## src/rtl/core/arpr_pkg.sv

```systemverilog
// ----------------------------------------------------------------------------
// arpr_pkg
// Shared constants, codes and controller/datapath types of the ARP resolver.
// ----------------------------------------------------------------------------
package arpr_pkg;

    localparam int CACHE_ENTRIES_DEF   = 16;
    localparam int PENDING_ENTRIES_DEF = 8;
    localparam int QUEUE_DEPTH_DEF     = 4;

    localparam logic [1:0] OP_SEND = 2'd0;
    localparam logic [1:0] OP_RECV = 2'd1;
    localparam logic [1:0] OP_TICK = 2'd2;

    localparam logic [1:0] KIND_IPV4  = 2'd0;
    localparam logic [1:0] KIND_ARP   = 2'd1;
    localparam logic [1:0] KIND_DELIV = 2'd2;
    localparam logic [1:0] KIND_DROP  = 2'd3;

    localparam logic [1:0] AOP_NONE = 2'd0;
    localparam logic [1:0] AOP_REQ  = 2'd1;
    localparam logic [1:0] AOP_REP  = 2'd2;

    localparam logic [15:0] ARP_OP_REQUEST = 16'd1;
    localparam logic [15:0] ETH_IPV4       = 16'h0800;
    localparam logic [15:0] ETH_ARP        = 16'h0806;
    localparam logic [47:0] BCAST_MAC      = 48'hFFFF_FFFF_FFFF;

    localparam logic [1:0] REG_OWN_MAC = 2'd0;
    localparam logic [1:0] REG_OWN_IP  = 2'd1;
    localparam logic [1:0] REG_ENT_TTL = 2'd2;
    localparam logic [1:0] REG_REQ_TTL = 2'd3;

    localparam logic [31:0] ENT_TTL_RST = 32'd30000;
    localparam logic [31:0] REQ_TTL_RST = 32'd5000;

    localparam int APB_AW = 5;
    localparam int APB_DW = 64;

    // result selectors for the output register
    localparam logic [2:0] EM_HIT   = 3'd0;
    localparam logic [2:0] EM_DROP  = 3'd1;
    localparam logic [2:0] EM_REQ   = 3'd2;
    localparam logic [2:0] EM_REPLY = 3'd3;
    localparam logic [2:0] EM_DELIV = 3'd4;
    localparam logic [2:0] EM_FLUSH = 3'd5;

    // width of the shared scan index: enough for the largest of the three walks
    function automatic int idx_w(input int c, input int p, input int q);
        int w;
        w = 1;
        if ($clog2(c) > w)
            w = $clog2(c);
        if ($clog2(p) > w)
            w = $clog2(p);
        if ($clog2(q) > w)
            w = $clog2(q);
        return w;
    endfunction

    typedef struct packed {
        logic       load;
        logic       cscan;
        logic       learn_wr;
        logic       pscan;
        logic       push;
        logic       tick_c;
        logic       tick_p;
        logic       flush_clr;
        logic       emit;
        logic [2:0] emit_sel;
        logic       emit_last;
    } cmd_t;

    typedef struct packed {
        logic [1:0] opcode;
        logic       for_us;
        logic       is_ipv4;
        logic       is_arp;
        logic       pok;
        logic       want_reply;
        logic       hit;
        logic       p_any;
        logic       pm_found;
        logic       q_full;
        logic       timer_on;
        logic       cnt_zero;
        logic       flush_last;
        logic       out_free;
    } sts_t;

endpackage

```

## src/rtl/core/arpr_if.sv

```systemverilog
// ----------------------------------------------------------------------------
// arpr_item_if / arpr_result_if
// Valid/ready channels for input items and result items.
// ----------------------------------------------------------------------------
interface arpr_item_if;
    logic        valid;
    logic        ready;
    logic [1:0]  opcode;
    logic [31:0] hop_addr;
    logic [15:0] dgram_handle;
    logic [47:0] frame_dst_mac;
    logic [15:0] frame_type;
    logic        parse_ok;
    logic [15:0] arp_op;
    logic [31:0] arp_sender_ip;
    logic [47:0] arp_sender_mac;
    logic [31:0] arp_target_ip;
    logic [31:0] delta_ms;

    modport source (
        output valid, opcode, hop_addr, dgram_handle, frame_dst_mac, frame_type,
               parse_ok, arp_op, arp_sender_ip, arp_sender_mac, arp_target_ip,
               delta_ms,
        input  ready
    );
    modport sink (
        input  valid, opcode, hop_addr, dgram_handle, frame_dst_mac, frame_type,
               parse_ok, arp_op, arp_sender_ip, arp_sender_mac, arp_target_ip,
               delta_ms,
        output ready
    );
endinterface

interface arpr_result_if;
    logic        valid;
    logic        ready;
    logic [1:0]  kind;
    logic [47:0] dst_mac;
    logic [15:0] out_type;
    logic [1:0]  out_arp_op;
    logic [47:0] out_target_mac;
    logic [31:0] out_target_ip;
    logic [15:0] out_handle;
    logic        last;

    modport source (
        output valid, kind, dst_mac, out_type, out_arp_op, out_target_mac,
               out_target_ip, out_handle, last,
        input  ready
    );
    modport sink (
        input  valid, kind, dst_mac, out_type, out_arp_op, out_target_mac,
               out_target_ip, out_handle, last,
        output ready
    );
endinterface

```

## src/rtl/core/arpr_ctrl.sv

```systemverilog
// ----------------------------------------------------------------------------
// arpr_ctrl
// Sequencer: walks cache and pending entries and orders the result items.
// ----------------------------------------------------------------------------
module arpr_ctrl #(
    parameter int CACHE_ENTRIES   = arpr_pkg::CACHE_ENTRIES_DEF,
    parameter int PENDING_ENTRIES = arpr_pkg::PENDING_ENTRIES_DEF,
    parameter int QUEUE_DEPTH     = arpr_pkg::QUEUE_DEPTH_DEF
) (
    input  logic                clk,
    input  logic                rst_n,
    input  logic                in_valid,
    output logic                in_rdy,
    input  arpr_pkg::sts_t      sts,
    output arpr_pkg::cmd_t      cmd,
    output logic [arpr_pkg::idx_w(CACHE_ENTRIES, PENDING_ENTRIES, QUEUE_DEPTH)-1:0] idx
);
    localparam int IW = arpr_pkg::idx_w(CACHE_ENTRIES, PENDING_ENTRIES, QUEUE_DEPTH);

    localparam logic [3:0] S_IDLE   = 4'd0;
    localparam logic [3:0] S_DECODE = 4'd1;
    localparam logic [3:0] S_CSCAN  = 4'd2;
    localparam logic [3:0] S_LEARN  = 4'd3;
    localparam logic [3:0] S_PSCAN  = 4'd4;
    localparam logic [3:0] S_RDONE  = 4'd5;
    localparam logic [3:0] S_SENDQ  = 4'd6;
    localparam logic [3:0] S_HIT    = 4'd7;
    localparam logic [3:0] S_DROP   = 4'd8;
    localparam logic [3:0] S_REQ    = 4'd9;
    localparam logic [3:0] S_DELIV  = 4'd10;
    localparam logic [3:0] S_REPLY  = 4'd11;
    localparam logic [3:0] S_FLUSH  = 4'd12;
    localparam logic [3:0] S_TICKC  = 4'd13;
    localparam logic [3:0] S_TICKP  = 4'd14;

    logic [3:0]    state_reg, state_next;
    logic [IW-1:0] idx_reg, idx_next;
    logic          req_reg, req_next;
    logic          c_end, p_end, is_send, flush_more;

    assign idx        = idx_reg;
    assign c_end      = (idx_reg == IW'(CACHE_ENTRIES - 1));
    assign p_end      = (idx_reg == IW'(PENDING_ENTRIES - 1));
    assign is_send    = (sts.opcode == arpr_pkg::OP_SEND);
    assign flush_more = sts.pm_found && !sts.cnt_zero;

    always_comb
    begin
        state_next = state_reg;
        idx_next   = idx_reg;
        req_next   = req_reg;
        cmd        = '0;
        in_rdy     = 1'b0;
        unique case (state_reg)
            S_IDLE:
            begin
                in_rdy = 1'b1;
                if (in_valid)
                begin
                    cmd.load   = 1'b1;
                    idx_next   = '0;
                    state_next = S_DECODE;
                end
            end
            S_DECODE:
            begin
                case (sts.opcode)
                    arpr_pkg::OP_SEND: state_next = S_CSCAN;
                    arpr_pkg::OP_RECV:
                    begin
                        if (!sts.for_us)
                            state_next = S_IDLE;
                        else if (sts.is_ipv4)
                            state_next = sts.pok ? S_DELIV : S_IDLE;
                        else if (sts.is_arp && sts.pok)
                            state_next = S_CSCAN;
                        else
                            state_next = S_IDLE;
                    end
                    arpr_pkg::OP_TICK: state_next = S_TICKC;
                    default:           state_next = S_IDLE;
                endcase
            end
            S_CSCAN:
            begin
                cmd.cscan = 1'b1;
                if (c_end)
                begin
                    idx_next = '0;
                    if (!is_send)
                        state_next = S_LEARN;
                    else
                        state_next = sts.hit ? S_HIT : S_PSCAN;
                end
                else
                    idx_next = idx_reg + IW'(1);
            end
            S_LEARN:
            begin
                cmd.learn_wr = 1'b1;
                state_next   = S_PSCAN;
            end
            S_PSCAN:
            begin
                cmd.pscan = 1'b1;
                if (p_end)
                begin
                    idx_next = '0;
                    if (!is_send)
                        state_next = S_RDONE;
                    else if (sts.p_any)
                        state_next = S_SENDQ;
                    else
                    begin
                        req_next   = 1'b0;
                        state_next = S_DROP;
                    end
                end
                else
                    idx_next = idx_reg + IW'(1);
            end
            S_RDONE:
            begin
                if (sts.want_reply)
                    state_next = S_REPLY;
                else if (flush_more)
                    state_next = S_FLUSH;
                else
                begin
                    cmd.flush_clr = sts.pm_found;
                    state_next    = S_IDLE;
                end
            end
            S_SENDQ:
            begin
                cmd.push = 1'b1;
                req_next = !sts.timer_on;
                if (sts.q_full)
                    state_next = S_DROP;
                else
                    state_next = sts.timer_on ? S_IDLE : S_REQ;
            end
            S_HIT, S_DELIV, S_REQ:
            begin
                if (sts.out_free)
                begin
                    cmd.emit      = 1'b1;
                    cmd.emit_last = 1'b1;
                    cmd.emit_sel  = (state_reg == S_HIT) ? arpr_pkg::EM_HIT
                                  : (state_reg == S_DELIV) ? arpr_pkg::EM_DELIV
                                  : arpr_pkg::EM_REQ;
                    state_next    = S_IDLE;
                end
            end
            S_DROP:
            begin
                if (sts.out_free)
                begin
                    cmd.emit      = 1'b1;
                    cmd.emit_sel  = arpr_pkg::EM_DROP;
                    cmd.emit_last = !req_reg;
                    state_next    = req_reg ? S_REQ : S_IDLE;
                end
            end
            S_REPLY:
            begin
                if (sts.out_free)
                begin
                    cmd.emit      = 1'b1;
                    cmd.emit_sel  = arpr_pkg::EM_REPLY;
                    cmd.emit_last = !flush_more;
                    if (flush_more)
                        state_next = S_FLUSH;
                    else
                    begin
                        cmd.flush_clr = sts.pm_found;
                        state_next    = S_IDLE;
                    end
                end
            end
            S_FLUSH:
            begin
                if (sts.out_free)
                begin
                    cmd.emit      = 1'b1;
                    cmd.emit_sel  = arpr_pkg::EM_FLUSH;
                    cmd.emit_last = sts.flush_last;
                    if (sts.flush_last)
                    begin
                        cmd.flush_clr = 1'b1;
                        state_next    = S_IDLE;
                    end
                    else
                        idx_next = idx_reg + IW'(1);
                end
            end
            S_TICKC:
            begin
                cmd.tick_c = 1'b1;
                if (c_end)
                begin
                    idx_next   = '0;
                    state_next = S_TICKP;
                end
                else
                    idx_next = idx_reg + IW'(1);
            end
            S_TICKP:
            begin
                cmd.tick_p = 1'b1;
                if (p_end)
                begin
                    idx_next   = '0;
                    state_next = S_IDLE;
                end
                else
                    idx_next = idx_reg + IW'(1);
            end
            default: state_next = S_IDLE;
        endcase
    end

    always_ff @(posedge clk or negedge rst_n)
    begin
        if (!rst_n)
        begin
            state_reg <= S_IDLE;
            idx_reg   <= '0;
            req_reg   <= 1'b0;
        end
        else
        begin
            state_reg <= state_next;
            idx_reg   <= idx_next;
            req_reg   <= req_next;
        end
    end

endmodule

```

## src/rtl/core/arpr_dpath.sv

```systemverilog
// ----------------------------------------------------------------------------
// arpr_dpath
// Cache and pending tables, scan trackers, config registers, output register.
// ----------------------------------------------------------------------------
module arpr_dpath #(
    parameter int CACHE_ENTRIES   = arpr_pkg::CACHE_ENTRIES_DEF,
    parameter int PENDING_ENTRIES = arpr_pkg::PENDING_ENTRIES_DEF,
    parameter int QUEUE_DEPTH     = arpr_pkg::QUEUE_DEPTH_DEF
) (
    input  logic                          clk,
    input  logic                          rst_n,
    arpr_item_if.sink                     items,
    arpr_result_if.source                 results,
    input  logic                          in_rdy,
    input  arpr_pkg::cmd_t                cmd,
    input  logic [arpr_pkg::idx_w(CACHE_ENTRIES, PENDING_ENTRIES, QUEUE_DEPTH)-1:0] idx,
    output arpr_pkg::sts_t                sts,
    input  logic                          psel,
    input  logic                          penable,
    input  logic                          pwrite,
    input  logic [arpr_pkg::APB_AW-1:0]   paddr,
    input  logic [arpr_pkg::APB_DW-1:0]   pwdata,
    output logic [arpr_pkg::APB_DW-1:0]   prdata,
    output logic                          pready
);
    localparam int CIW = (CACHE_ENTRIES > 1) ? $clog2(CACHE_ENTRIES) : 1;
    localparam int PIW = (PENDING_ENTRIES > 1) ? $clog2(PENDING_ENTRIES) : 1;
    localparam int QIW = (QUEUE_DEPTH > 1) ? $clog2(QUEUE_DEPTH) : 1;
    localparam int QCW = $clog2(QUEUE_DEPTH + 1);
    localparam int IW  = arpr_pkg::idx_w(CACHE_ENTRIES, PENDING_ENTRIES, QUEUE_DEPTH);

    // config
    logic [47:0] own_mac_reg;
    logic [31:0] own_ip_reg, ent_ttl_reg, req_ttl_reg;
    logic        cfg_wr;

    // latched item
    logic [1:0]  op_reg;
    logic [31:0] hop_reg, sip_reg, tip_reg, dt_reg;
    logic [15:0] hdl_reg, ftype_reg, aop_reg;
    logic [47:0] fdst_reg, smac_reg;
    logic        pok_reg;

    // tables
    logic                 c_valid [CACHE_ENTRIES];
    logic [31:0]          c_ip    [CACHE_ENTRIES];
    logic [47:0]          c_mac   [CACHE_ENTRIES];
    logic [31:0]          c_age   [CACHE_ENTRIES];
    logic                 p_valid [PENDING_ENTRIES];
    logic                 p_timer [PENDING_ENTRIES];
    logic [31:0]          p_ip    [PENDING_ENTRIES];
    logic [31:0]          p_age   [PENDING_ENTRIES];
    logic [QCW-1:0]       p_cnt   [PENDING_ENTRIES];
    logic [15:0]          p_hdl   [PENDING_ENTRIES][QUEUE_DEPTH];

    // scan trackers
    logic           hit_reg, free_reg, pm_reg, pf_reg;
    logic [CIW-1:0] hit_idx_reg, free_idx_reg, old_idx_reg;
    logic [31:0]    old_age_reg;
    logic [PIW-1:0] pm_idx_reg, pf_idx_reg;

    // output register
    logic        ov_reg;
    logic [1:0]  o_kind_reg, o_aop_reg;
    logic [47:0] o_dst_reg, o_tmac_reg;
    logic [15:0] o_type_reg, o_hdl_reg;
    logic [31:0] o_tip_reg;
    logic        o_last_reg;

    logic [CIW-1:0] ci, lslot;
    logic [PIW-1:0] pi, sp;
    logic [QIW-1:0] qi;
    logic [31:0]    key, c_age_new, p_age_new;
    logic           cur_hit, cur_pm, cur_pf;
    logic [QCW-1:0] eff_cnt, pm_cnt;
    logic           eff_tmr, q_full, out_free;

    function automatic logic [31:0] age_add(input logic [31:0] a, input logic [31:0] d);
        logic [32:0] s;
        s = {1'b0, a} + {1'b0, d};
        return s[32] ? 32'hFFFF_FFFF : s[31:0];
    endfunction

    assign ci  = idx[CIW-1:0];
    assign pi  = idx[PIW-1:0];
    assign qi  = idx[QIW-1:0];
    assign key = (op_reg == arpr_pkg::OP_SEND) ? hop_reg : sip_reg;

    assign cur_hit = cmd.cscan && c_valid[ci] && (c_ip[ci] == key);
    assign cur_pm  = cmd.pscan && p_valid[pi] && (p_ip[pi] == key);
    assign cur_pf  = cmd.pscan && !p_valid[pi];

    assign lslot = hit_reg ? hit_idx_reg : (free_reg ? free_idx_reg : old_idx_reg);
    assign sp    = pm_reg ? pm_idx_reg : pf_idx_reg;

    // a newly claimed pending entry starts empty with no timer
    assign eff_cnt = pm_reg ? p_cnt[sp] : '0;
    assign eff_tmr = pm_reg && p_timer[sp];
    assign q_full  = (eff_cnt == QCW'(QUEUE_DEPTH));
    assign pm_cnt  = p_cnt[pm_idx_reg];

    assign c_age_new = age_add(c_age[ci], dt_reg);
    assign p_age_new = age_add(p_age[pi], dt_reg);

    assign out_free = !ov_reg || results.ready;

    always_comb
    begin
        sts            = '0;
        sts.opcode     = op_reg;
        sts.for_us     = (fdst_reg == own_mac_reg) || (fdst_reg == arpr_pkg::BCAST_MAC);
        sts.is_ipv4    = (ftype_reg == arpr_pkg::ETH_IPV4);
        sts.is_arp     = (ftype_reg == arpr_pkg::ETH_ARP);
        sts.pok        = pok_reg;
        sts.want_reply = (aop_reg == arpr_pkg::ARP_OP_REQUEST) && (tip_reg == own_ip_reg);
        sts.hit        = hit_reg || cur_hit;
        sts.p_any      = pm_reg || pf_reg || cur_pm || cur_pf;
        sts.pm_found   = pm_reg;
        sts.q_full     = q_full;
        sts.timer_on   = eff_tmr;
        sts.cnt_zero   = (pm_cnt == '0);
        sts.flush_last = ((QCW'(qi) + QCW'(1)) == pm_cnt);
        sts.out_free   = out_free;
    end

    assign items.ready = in_rdy;

    // configuration port
    assign pready = 1'b1;
    assign cfg_wr = psel && penable && pwrite;

    always_comb
    begin
        unique case (paddr[4:3])
            arpr_pkg::REG_OWN_MAC: prdata = {16'd0, own_mac_reg};
            arpr_pkg::REG_OWN_IP:  prdata = {32'd0, own_ip_reg};
            arpr_pkg::REG_ENT_TTL: prdata = {32'd0, ent_ttl_reg};
            arpr_pkg::REG_REQ_TTL: prdata = {32'd0, req_ttl_reg};
            default:               prdata = '0;
        endcase
    end

    always_ff @(posedge clk or negedge rst_n)
    begin
        if (!rst_n)
        begin
            own_mac_reg <= '0;
            own_ip_reg  <= '0;
            ent_ttl_reg <= arpr_pkg::ENT_TTL_RST;
            req_ttl_reg <= arpr_pkg::REQ_TTL_RST;
        end
        else if (cfg_wr)
        begin
            unique case (paddr[4:3])
                arpr_pkg::REG_OWN_MAC: own_mac_reg <= pwdata[47:0];
                arpr_pkg::REG_OWN_IP:  own_ip_reg  <= pwdata[31:0];
                arpr_pkg::REG_ENT_TTL: ent_ttl_reg <= pwdata[31:0];
                arpr_pkg::REG_REQ_TTL: req_ttl_reg <= pwdata[31:0];
                default: ;
            endcase
        end
    end

    // item capture
    always_ff @(posedge clk)
    begin
        if (cmd.load)
        begin
            op_reg    <= items.opcode;
            hop_reg   <= items.hop_addr;
            hdl_reg   <= items.dgram_handle;
            fdst_reg  <= items.frame_dst_mac;
            ftype_reg <= items.frame_type;
            pok_reg   <= items.parse_ok;
            aop_reg   <= items.arp_op;
            sip_reg   <= items.arp_sender_ip;
            smac_reg  <= items.arp_sender_mac;
            tip_reg   <= items.arp_target_ip;
            dt_reg    <= items.delta_ms;
        end
    end

    // scan trackers
    always_ff @(posedge clk or negedge rst_n)
    begin
        if (!rst_n)
        begin
            hit_reg  <= 1'b0;
            free_reg <= 1'b0;
            pm_reg   <= 1'b0;
            pf_reg   <= 1'b0;
        end
        else if (cmd.load)
        begin
            hit_reg  <= 1'b0;
            free_reg <= 1'b0;
            pm_reg   <= 1'b0;
            pf_reg   <= 1'b0;
        end
        else
        begin
            if (cur_hit && !hit_reg)
                hit_reg <= 1'b1;
            if (cmd.cscan && !c_valid[ci] && !free_reg)
                free_reg <= 1'b1;
            if (cur_pm && !pm_reg)
                pm_reg <= 1'b1;
            if (cur_pf && !pf_reg)
                pf_reg <= 1'b1;
        end
    end

    always_ff @(posedge clk)
    begin
        if (cur_hit && !hit_reg)
            hit_idx_reg <= ci;
        if (cmd.cscan && !c_valid[ci] && !free_reg)
            free_idx_reg <= ci;
        // oldest entry, lowest index wins ties
        if (cmd.cscan && ((ci == '0) || (c_age[ci] > old_age_reg)))
        begin
            old_idx_reg <= ci;
            old_age_reg <= c_age[ci];
        end
        if (cur_pm && !pm_reg)
            pm_idx_reg <= pi;
        if (cur_pf && !pf_reg)
            pf_idx_reg <= pi;
    end

    // cache control bits
    always_ff @(posedge clk or negedge rst_n)
    begin
        if (!rst_n)
        begin
            for (int i = 0; i < CACHE_ENTRIES; i++)
                c_valid[i] <= 1'b0;
        end
        else if (cmd.learn_wr)
            c_valid[lslot] <= 1'b1;
        else if (cmd.tick_c && c_valid[ci] && (c_age_new >= ent_ttl_reg))
            c_valid[ci] <= 1'b0;
    end

    // cache payload
    always_ff @(posedge clk)
    begin
        if (cmd.learn_wr)
        begin
            c_ip[lslot]  <= sip_reg;
            c_mac[lslot] <= smac_reg;
            c_age[lslot] <= '0;
        end
        else if (cmd.tick_c && c_valid[ci])
            c_age[ci] <= c_age_new;
    end

    // pending control bits
    always_ff @(posedge clk or negedge rst_n)
    begin
        if (!rst_n)
        begin
            for (int i = 0; i < PENDING_ENTRIES; i++)
            begin
                p_valid[i] <= 1'b0;
                p_timer[i] <= 1'b0;
                p_cnt[i]   <= '0;
            end
        end
        else if (cmd.push)
        begin
            p_valid[sp] <= 1'b1;
            p_timer[sp] <= 1'b1;
            p_cnt[sp]   <= q_full ? eff_cnt : eff_cnt + QCW'(1);
        end
        else if (cmd.flush_clr)
        begin
            p_valid[pm_idx_reg] <= 1'b0;
            p_timer[pm_idx_reg] <= 1'b0;
            p_cnt[pm_idx_reg]   <= '0;
        end
        else if (cmd.tick_p && p_valid[pi] && p_timer[pi] && (p_age_new >= req_ttl_reg))
            p_timer[pi] <= 1'b0;
    end

    // pending payload
    always_ff @(posedge clk)
    begin
        if (cmd.push)
        begin
            p_ip[sp] <= hop_reg;
            if (!eff_tmr)
                p_age[sp] <= '0;
            if (!q_full)
                p_hdl[sp][eff_cnt[QIW-1:0]] <= hdl_reg;
        end
        else if (cmd.flush_clr)
            p_age[pm_idx_reg] <= '0;
        else if (cmd.tick_p && p_valid[pi] && p_timer[pi])
            p_age[pi] <= p_age_new;
    end

    // output register
    always_ff @(posedge clk or negedge rst_n)
    begin
        if (!rst_n)
            ov_reg <= 1'b0;
        else if (cmd.emit)
            ov_reg <= 1'b1;
        else if (results.ready)
            ov_reg <= 1'b0;
    end

    always_ff @(posedge clk)
    begin
        if (cmd.emit)
        begin
            o_last_reg <= cmd.emit_last;
            o_kind_reg <= arpr_pkg::KIND_IPV4;
            o_dst_reg  <= '0;
            o_type_reg <= '0;
            o_aop_reg  <= arpr_pkg::AOP_NONE;
            o_tmac_reg <= '0;
            o_tip_reg  <= '0;
            o_hdl_reg  <= '0;
            case (cmd.emit_sel)
                arpr_pkg::EM_HIT:
                begin
                    o_dst_reg  <= c_mac[hit_idx_reg];
                    o_type_reg <= arpr_pkg::ETH_IPV4;
                    o_hdl_reg  <= hdl_reg;
                end
                arpr_pkg::EM_DROP:
                begin
                    o_kind_reg <= arpr_pkg::KIND_DROP;
                    o_hdl_reg  <= hdl_reg;
                end
                arpr_pkg::EM_DELIV:
                begin
                    o_kind_reg <= arpr_pkg::KIND_DELIV;
                    o_hdl_reg  <= hdl_reg;
                end
                arpr_pkg::EM_REQ:
                begin
                    o_kind_reg <= arpr_pkg::KIND_ARP;
                    o_dst_reg  <= arpr_pkg::BCAST_MAC;
                    o_type_reg <= arpr_pkg::ETH_ARP;
                    o_aop_reg  <= arpr_pkg::AOP_REQ;
                    o_tip_reg  <= hop_reg;
                end
                arpr_pkg::EM_REPLY:
                begin
                    o_kind_reg <= arpr_pkg::KIND_ARP;
                    o_dst_reg  <= smac_reg;
                    o_type_reg <= arpr_pkg::ETH_ARP;
                    o_aop_reg  <= arpr_pkg::AOP_REP;
                    o_tmac_reg <= smac_reg;
                    o_tip_reg  <= sip_reg;
                end
                arpr_pkg::EM_FLUSH:
                begin
                    o_dst_reg  <= smac_reg;
                    o_type_reg <= arpr_pkg::ETH_IPV4;
                    o_hdl_reg  <= p_hdl[pm_idx_reg][qi];
                end
                default: ;
            endcase
        end
    end

    assign results.valid          = ov_reg;
    assign results.kind           = o_kind_reg;
    assign results.dst_mac        = o_dst_reg;
    assign results.out_type       = o_type_reg;
    assign results.out_arp_op     = o_aop_reg;
    assign results.out_target_mac = o_tmac_reg;
    assign results.out_target_ip  = o_tip_reg;
    assign results.out_handle     = o_hdl_reg;
    assign results.last           = o_last_reg;

endmodule

```

## src/rtl/core/arp_resolver_with_pending_queue_core.sv

```systemverilog
// ----------------------------------------------------------------------------
// arp_resolver_with_pending_queue_core
// ARP resolver with address cache and per-address pending send queues.
// ----------------------------------------------------------------------------
// items: valid/ready channel of send requests, received frame headers and
//   millisecond ticks. results: valid/ready channel of frames out, delivered
//   and dropped handles; the final result of an item carries last.
// apb: register writes and reads, pready always high, 8-byte register stride.
// one item at a time; for sends, received arp and ticks the sequencer walks
//   the cache one entry per cycle and then, but on a send hit, the pending
//   table one entry per cycle. The results of a received arp come as the
//   reply, then each queued handle.
// items.ready is high only while no item is in progress.
// reset empties the cache and pending table and loads register defaults.
// a stalled results.ready holds the output register and the sequencer waits.
module arp_resolver_with_pending_queue_core #(
    parameter int CACHE_ENTRIES   = arpr_pkg::CACHE_ENTRIES_DEF,
    parameter int PENDING_ENTRIES = arpr_pkg::PENDING_ENTRIES_DEF,
    parameter int QUEUE_DEPTH     = arpr_pkg::QUEUE_DEPTH_DEF
) (
    input  logic                          clk,
    input  logic                          rst_n,
    arpr_item_if.sink                     items,
    arpr_result_if.source                 results,
    input  logic                          psel,
    input  logic                          penable,
    input  logic                          pwrite,
    input  logic [arpr_pkg::APB_AW-1:0]   paddr,
    input  logic [arpr_pkg::APB_DW-1:0]   pwdata,
    output logic [arpr_pkg::APB_DW-1:0]   prdata,
    output logic                          pready
);
    localparam int CIW = (CACHE_ENTRIES > 1) ? $clog2(CACHE_ENTRIES) : 1;
    localparam int PIW = (PENDING_ENTRIES > 1) ? $clog2(PENDING_ENTRIES) : 1;
    localparam int QIW = (QUEUE_DEPTH > 1) ? $clog2(QUEUE_DEPTH) : 1;
    localparam int IW  = (CIW > PIW) ? ((CIW > QIW) ? CIW : QIW)
                                     : ((PIW > QIW) ? PIW : QIW);

    arpr_pkg::cmd_t cmd;
    arpr_pkg::sts_t sts;
    logic [IW-1:0]  idx;
    logic           in_rdy;

    arpr_ctrl #(
        .CACHE_ENTRIES   (CACHE_ENTRIES),
        .PENDING_ENTRIES (PENDING_ENTRIES),
        .QUEUE_DEPTH     (QUEUE_DEPTH)
    ) u_ctrl (
        .clk      (clk),
        .rst_n    (rst_n),
        .in_valid (items.valid),
        .in_rdy   (in_rdy),
        .sts      (sts),
        .cmd      (cmd),
        .idx      (idx)
    );

    arpr_dpath #(
        .CACHE_ENTRIES   (CACHE_ENTRIES),
        .PENDING_ENTRIES (PENDING_ENTRIES),
        .QUEUE_DEPTH     (QUEUE_DEPTH)
    ) u_dpath (
        .clk     (clk),
        .rst_n   (rst_n),
        .items   (items),
        .results (results),
        .in_rdy  (in_rdy),
        .cmd     (cmd),
        .idx     (idx),
        .sts     (sts),
        .psel    (psel),
        .penable (penable),
        .pwrite  (pwrite),
        .paddr   (paddr),
        .pwdata  (pwdata),
        .prdata  (prdata),
        .pready  (pready)
    );

endmodule

```

## src/flat_wrapper.sv

```systemverilog
// flat-port wrapper written by rule: the top's interface ports become plain ports
module arp_resolver_with_pending_queue_core_flat 
#(
    parameter int CACHE_ENTRIES   = arpr_pkg::CACHE_ENTRIES_DEF,
    parameter int PENDING_ENTRIES = arpr_pkg::PENDING_ENTRIES_DEF,
    parameter int QUEUE_DEPTH     = arpr_pkg::QUEUE_DEPTH_DEF
)
  (clk, rst_n, psel, penable, pwrite, paddr, pwdata, prdata, pready, items_valid, items_opcode, items_hop_addr, items_dgram_handle, items_frame_dst_mac, items_frame_type, items_parse_ok, items_arp_op, items_arp_sender_ip, items_arp_sender_mac, items_arp_target_ip, items_delta_ms, items_ready, results_valid, results_kind, results_dst_mac, results_out_type, results_out_arp_op, results_out_target_mac, results_out_target_ip, results_out_handle, results_last, results_ready);
  arpr_item_if items_i ();
  arpr_result_if results_i ();
  input  logic clk;
  input  logic rst_n;
  input  logic psel;
  input  logic penable;
  input  logic pwrite;
  input  logic [arpr_pkg::APB_AW-1:0] paddr;
  input  logic [arpr_pkg::APB_DW-1:0] pwdata;
  output logic [arpr_pkg::APB_DW-1:0] prdata;
  output logic pready;
  input wire logic [$bits(items_i.valid)-1:0] items_valid;
  input wire logic [$bits(items_i.opcode)-1:0] items_opcode;
  input wire logic [$bits(items_i.hop_addr)-1:0] items_hop_addr;
  input wire logic [$bits(items_i.dgram_handle)-1:0] items_dgram_handle;
  input wire logic [$bits(items_i.frame_dst_mac)-1:0] items_frame_dst_mac;
  input wire logic [$bits(items_i.frame_type)-1:0] items_frame_type;
  input wire logic [$bits(items_i.parse_ok)-1:0] items_parse_ok;
  input wire logic [$bits(items_i.arp_op)-1:0] items_arp_op;
  input wire logic [$bits(items_i.arp_sender_ip)-1:0] items_arp_sender_ip;
  input wire logic [$bits(items_i.arp_sender_mac)-1:0] items_arp_sender_mac;
  input wire logic [$bits(items_i.arp_target_ip)-1:0] items_arp_target_ip;
  input wire logic [$bits(items_i.delta_ms)-1:0] items_delta_ms;
  output wire logic [$bits(items_i.ready)-1:0] items_ready;
  output wire logic [$bits(results_i.valid)-1:0] results_valid;
  output wire logic [$bits(results_i.kind)-1:0] results_kind;
  output wire logic [$bits(results_i.dst_mac)-1:0] results_dst_mac;
  output wire logic [$bits(results_i.out_type)-1:0] results_out_type;
  output wire logic [$bits(results_i.out_arp_op)-1:0] results_out_arp_op;
  output wire logic [$bits(results_i.out_target_mac)-1:0] results_out_target_mac;
  output wire logic [$bits(results_i.out_target_ip)-1:0] results_out_target_ip;
  output wire logic [$bits(results_i.out_handle)-1:0] results_out_handle;
  output wire logic [$bits(results_i.last)-1:0] results_last;
  input wire logic [$bits(results_i.ready)-1:0] results_ready;
  assign items_i.valid = items_valid;
  assign items_i.opcode = items_opcode;
  assign items_i.hop_addr = items_hop_addr;
  assign items_i.dgram_handle = items_dgram_handle;
  assign items_i.frame_dst_mac = items_frame_dst_mac;
  assign items_i.frame_type = items_frame_type;
  assign items_i.parse_ok = items_parse_ok;
  assign items_i.arp_op = items_arp_op;
  assign items_i.arp_sender_ip = items_arp_sender_ip;
  assign items_i.arp_sender_mac = items_arp_sender_mac;
  assign items_i.arp_target_ip = items_arp_target_ip;
  assign items_i.delta_ms = items_delta_ms;
  assign items_ready = items_i.ready;
  assign results_valid = results_i.valid;
  assign results_kind = results_i.kind;
  assign results_dst_mac = results_i.dst_mac;
  assign results_out_type = results_i.out_type;
  assign results_out_arp_op = results_i.out_arp_op;
  assign results_out_target_mac = results_i.out_target_mac;
  assign results_out_target_ip = results_i.out_target_ip;
  assign results_out_handle = results_i.out_handle;
  assign results_last = results_i.last;
  assign results_i.ready = results_ready;
  arp_resolver_with_pending_queue_core #(.CACHE_ENTRIES(CACHE_ENTRIES), .PENDING_ENTRIES(PENDING_ENTRIES), .QUEUE_DEPTH(QUEUE_DEPTH)) u_core (.clk(clk), .rst_n(rst_n), .items(items_i), .results(results_i), .psel(psel), .penable(penable), .pwrite(pwrite), .paddr(paddr), .pwdata(pwdata), .prdata(prdata), .pready(pready));
endmodule
```

## config.mk

```make
export PLATFORM = sky130hd
export DESIGN_NAME = arp_resolver_with_pending_queue_core_flat
export DESIGN_NICKNAME = d
export VERILOG_FILES = /design/src/rtl/core/arpr_pkg.sv /design/src/rtl/core/arpr_if.sv /design/src/rtl/core/arpr_ctrl.sv /design/src/rtl/core/arpr_dpath.sv /design/src/rtl/core/arp_resolver_with_pending_queue_core.sv /design/src/flat_wrapper.sv
export SDC_FILE = /design/constraint.sdc
export NUM_CORES = 2
export LEC_CHECK = 0
export BUFFER_PORTS_ARGS = -buffer_cell sky130_fd_sc_hd__buf_2
export CAP_MARGIN = 20
export CORE_ASPECT_RATIO = 0.7
export CORE_MARGIN = 1.5
export CORE_UTILIZATION = 56
export CTS_CLUSTER_SIZE = 30
export DETAILED_ROUTE_END_ITERATION = 10
export PLACE_DENSITY = 0.76
export SYNTH_ARGS = -nofsm -noshare
export SYNTH_HDL_FRONTEND = slang
export SYNTH_HIERARCHICAL = 1
export SYNTH_SLANG_ARGS = --single-unit
```

## constraint.sdc

```tcl
create_clock -name clk -period 12.5 [get_ports clk]
set_clock_uncertainty 0.1 [all_clocks]
set_input_delay 0 -clock clk [delete_from_list [all_inputs] [get_ports clk]]
set_output_delay 0 -clock clk [all_outputs]
set_load 0.05 [all_outputs]
```

# Word-level counts from Yosys, hierarchy flattened
# Memory sizes are Yosys's and may differ from the RTL's. A register that Yosys moved wholly into a read port is not among the register bits.
# Index checks and enable logic that the tools add are counted.
# totals
regBits,704
ram_bits,2816
mem_count,6
out_inout_bits,232
# classes
n_addsub,5
n_bitwise,19
n_reduce_logical,79
muxes,158
n_eq_ne,49
order_cmp,16
# memory_table
name,depth,word_bits,rd,rd_ports_with_merged_regs,write_ports,line,rtl
u_core.u_dpath.c_mac,16,48,1,1,1,arpr_dpath.sv:47,logic [47:0] c_mac [CACHE_ENTRIES];
u_core.u_dpath.c_age,16,32,1,0,1,arpr_dpath.sv:48,logic [31:0] c_age [CACHE_ENTRIES];
u_core.u_dpath.c_ip,16,32,1,0,1,arpr_dpath.sv:46,logic [31:0] c_ip [CACHE_ENTRIES];
u_core.u_dpath.p_hdl,8,64,1,1,1,arpr_dpath.sv:54,logic [15:0] p_hdl [PENDING_ENTRIES][QUEUE_DEPTH];
u_core.u_dpath.p_age,8,32,1,0,1,arpr_dpath.sv:52,logic [31:0] p_age [PENDING_ENTRIES];
u_core.u_dpath.p_ip,8,32,1,0,1,arpr_dpath.sv:51,logic [31:0] p_ip [PENDING_ENTRIES];
# ops
op,count
$pmux W64 S4,1
$mux W32,6
$pmux W48 S3,1
$mux W4,29
$eq A32 B32 Y1,3
$reduce_or A32 Y1,3
$mux W16,5
$add A32 B32 Y33,2
$ge A32 B32 Y1,2
$mux W64,1
$pmux W32 S2,1
$mux W1,60
$pmux W4 S13,1
$eq A48 B48 Y1,1
$eq A48 B48 Y1 const B,1
$mux W24,2
$mux W3,15
$mux W8,5
$bmux W16 S2,1
$demux W16 S2,1
$eq A16 B12 Y1 const B,2
$eq A4 B4 Y1 const B,8
$gt A32 B32 Y1,1
$pmux W16 S2,1
other kinds (63),173

# Longest topological paths before layout
# depth
depth_word,16
depth_mapped,34

# Cells and area by module
# The synthesis kept the hierarchy.
# modules_own_cells
mod,instances,seq_area_each_um2,area_each_um2,cells_per_inst
arpr_dpath,1,104139.9,142459.1,7394
arpr_ctrl,1,225.2,1147.4,149

# Worst setup path before layout
# OpenSTA, ideal clock, no wires.
# synth_path
path_kind,reg2reg
startpoint,reg u_core.u_ctrl.state_reg[0]
endpoint,"reg u_core.u_dpath.o_dst_reg[0], in the netlist u_core/u_dpath/results.dst_mac[0], enable pin"
n_path_buf,1
setup_slack_ns,-0.274
stages_incl_launch_ff,6
t_arrival_ns,11.781
path_cell_list,dfrtp_1 > or2_1 > buf_6 > nand2_1 > nand2_1 > a21boi_0
# synth_rtl
item,line,rtl
"start, declared",arpr_ctrl.sv:36,"logic [3:0] state_reg, state_next;"
"start signal, assigned",arpr_ctrl.sv:233,state_reg <= state_next;
"end signal, assigned",arpr_dpath.sv:329,o_dst_reg <= c_mac[hit_idx_reg];
"end signal, assigned",arpr_dpath.sv:346,o_dst_reg <= arpr_pkg::BCAST_MAC;
"end signal, assigned",arpr_dpath.sv:354,o_dst_reg <= smac_reg;
"end, declared",arpr_dpath.sv:65,"logic [47:0] o_dst_reg, o_tmac_reg;"

# Final worst setup path
# layout_path
startpoint,"reg u_core.u_ctrl.idx_reg[2], in the netlist u_core/u_ctrl/idx[2]"
endpoint,reg u_core/u_dpath/c_valid[7] (netlist name)
# layout_between
elab_chain_cells,9
elab_cells_between_ends,20
cone_classes,add/sub (1); order compare (3); mux (8); bitwise (3); reduce/logical (4); memory (1)
# layout_rtl
item,line,rtl
"start, declared",arpr_ctrl.sv:37,"logic [IW-1:0] idx_reg, idx_next;"
"start signal, assigned",arpr_ctrl.sv:234,idx_reg <= idx_next;
branches (longest 9 deep; another with $add A32 B32 Y33),n/a,
"end signal, assigned by index",arpr_dpath.sv:237,c_valid[i] <= 1'b0;
"end signal, assigned by index",arpr_dpath.sv:240,c_valid[lslot] <= 1'b1;
"end signal, assigned by index",arpr_dpath.sv:242,c_valid[ci] <= 1'b0;
"end, declared",arpr_dpath.sv:45,logic c_valid [CACHE_ENTRIES];
# Parallel ways; which one is timed is not known. The select of a mux whose other input is x is not followed.
# A chain may end at the register's enable or synchronous reset.

==> run summary <==
setup_tns: 0 ns
maximum clock insertion buffer count: 4
library cells used by synthesis: 110
IO Count: 583
GR Overflow Total: 0
# hold bufs at CTS: 702
starting density of the core: 0.5631
Post-synth ARST share: 0.06092
final hold violations: 0
crit path DAT: 9.31 ns
Achievable Freq: 0.1160 GHz
VDD IR max: 0.1387 mV
critical path class: reg -> reg
CTS buffer count: 328
vias in the first global route: 81357
RSZ-0062 raised after global routing: false
Sink Count: 3513
Hold Slack: 0.1240 ns
Final setup viols: 0
Synth-to-Final Area Change: 17.32%
1st-pass router iterations: 7
first-pass GRT wire length: 564300 um
Required @ worst endpoint: 13.18 ns
fraction of layout cells with a size suffix above 1: 0.2478
initial antenna violation count: 14
via count: 81981
gr usage total: 0.3009
area share of the largest cell type after synthesis: 0.6884
Vias/cell: 6.507
DR WL/cell: 31.31 um
# DRC: 0
path type of the worst min-delay path: in -> reg
CTS tree: yes
slew at the pin closest to its max-slew limit: 1.159 ns
Flop pwr share: 0.470
Power Total: 0.03145 W
FF+latch count, synth: 3513
period utilization: 0.6897
Psw: 0.009527 W
outcome: finished, final reports clean
GP Congestion: 0.9691
floorplan row count: 155
Worst R2R Setup Slack: 3.88 ns
largest net degree at the start of global routing: 136
initial detailed-routing violation count: 11745
clock root buffer: clkbuf_16
Max Cap Violations: 0
Post-Syn Instances: 7543
Pint: 0.02192 W
Most used DFF post-synth: edfxtp_1
Clk pin slew, worst setup/hold paths: 0.06 ns
chip height: 426.7 um
Max-slew headroom: 0.2050
Horiz. Die Dim: 608.3 um
commonest non-fill, non-tap cell in the layout: edfxtp_1
Port Buffers: 533
post-synth top area cell: edfxtp_1
Syn Area/Cell: 19.04 sq um
Most flops, register: u_core/u_dpath/c_mac
Startpoint Class: flop
Die Area: 259500 sq um
CORE AREA: 255000 sq um
Leak: 56.22 nW
Final HPWL DP: 228600 um
max FFs per register: 768
Power Dens Cells: 186.7 nW/um^2
Min Clock Period, post-route: 8.622 ns
CTS HTree Levels: 5
YS warnings: 6
Routed Antenna Nets: 0
worst-path fanout max: 60
top cells by area, synth: edfxtp_1, mux4_2, dfrtp_1
EDFF count, synth: 3292
most frequent cells in the layout: edfxtp_1, mux4_2, dlygate4sd3_1, buf_2, nand2_1
Synth Cell Area: 143600 sq um
sequential element share of the synthesized area: 0.7267
Final Max Tran Viols: 0
switching portion of total power: 0.3029
combinational power share: 0.214
Layout Nets: 9483
crit end category: flop
clk_lat worst skew: 0.91 ns
post-CTS resize count: 0
Setup Fix Bufs, Post-CTS: 0
Total Routed Length: 394500 um
Clock Power Share: 0.316
[logic make-up (layout without fill, tap and decap cells)]
kind of cell	count (synthesis)	after routing	synth area share
multiplexers	1163	1163	0.1532
AND/OR/NAND/NOR	1172	1172	0.03897
buffers and inverters	545	2191	0.01806
adder cells (fa/ha/maj)	171	171	0.01500
XOR/XNOR	215	215	0.01311
flip-flops	3513	3513	0.7267
AO/OA/AOI/OAI	762	762	0.03482
other	2	37	0.00005230
[per-stage QoR]
| step | area, sq um | utilization | setup WS (ns) | instances |
|---|---|---|---|---|
| 6_report | 168500 | 0.6607 | 3.878 | 12599 |
| 5_1_grt | 168500 | 0.6606 | 3.592 | 12595 |
| 4_1_cts | 168200 | 0.6596 | 4.069 | 12576 |
| 3_5_place_dp | 150700 | 0.5909 | 4.113 | 11288 |
| 3_3_place_gp | 150600 | 0.5906 | 3.928 | 11284 |
| 2_1_floorplan | 143700 | - | 3.341 | 7571 |
[synth_stat cells (all sizes together), types with 138 or more instances]
cell	n
ha	169
edfxtp	3292
mux4	811
mux2	138
buf	188
dfrtp	202
inv	147
a21oi	166
nand2	376
clkbuf	209
o21ai	215
mux2i	214
nor2	309
[area by class of cell]
type / instances / area, sq um
fillers: 16113 / 86540
well taps: 3375 / 4223
clock buffers: 398 / 8682
clock inverters: 188 / 1799
inverters: 148 / 556.8
multi-input cells: 3513 / 37190
diodes: 7 / 17.52
flip-flops and latches: 3513 / 104400
repair buffers: 1457 / 11610
[final timing paths]
| kind | startpoint | endpoint | cells after the start |
|---|---|---|---|
| min | pwrite | u_core/u_dpath/own_mac_reg[10] | 5 |
| min in group asynchronous | rst_n | u_core/u_dpath/ent_ttl_reg[10] | 3 |
| max in group asynchronous | rst_n | u_core/u_dpath/req_ttl_reg[25] | 5 |
| max | u_core/u_ctrl/idx[2] | u_core/u_dpath/c_valid[7] | 25 |
| min reg2reg | u_core/u_dpath/p_valid[4] | u_core/u_dpath/p_valid[4] | 2 |
| max reg2reg | u_core/u_ctrl/idx[2] | u_core/u_dpath/c_valid[7] | 25 |
[worst max-delay path, cell delays in order (launching register included)]
cell and delay, ns:
dfrtp_4 0.71, buf_4 0.63, buf_4 0.82, mux4_2 0.42, mux4_2 0.57, ha_1 0.36
a21oi_1 0.16, o21ai_0 0.12, o41a_1 0.37, o21ai_0 0.28, a21boi_0 0.18, o21ai_0 0.56
o211a_1 0.49, buf_4 0.37, nand2_1 0.10, ha_1 0.30, a21o_1 0.18, a21o_1 0.16
a21oi_1 0.13, nor2_1 0.05, a2111oi_0 0.29, buf_4 0.21, o2111ai_1 0.21, o21ai_1 0.20
buf_4 0.27, o32a_1 0.19
[routing by layer]
metal	track usage	share of wire	up-vias
met5	0	0.00023	-
met4	0.1003	0.036	14
met1	0.4328	0.38	42322
li1	-	-	33295
met3	0.07353	0.12	836
met2	0.4578	0.46	5514
[power groups by stage]
| stage | logic [W] | clock network, W | registers, W |
|---|---|---|---|
| after floorplan | 0.00395 | 0 | 0.0152 |
| after global placement | 0.00623 | 0 | 0.0149 |
| after detailed placement | 0.00632 | 0 | 0.0150 |
| after CTS | 0.00654 | 0.0100 | 0.0148 |
| after global routing | 0.00713 | 0.0105 | 0.0148 |
| final | 0.00673 | 0.00993 | 0.0148 |
(Power assumes the default switching activity.)
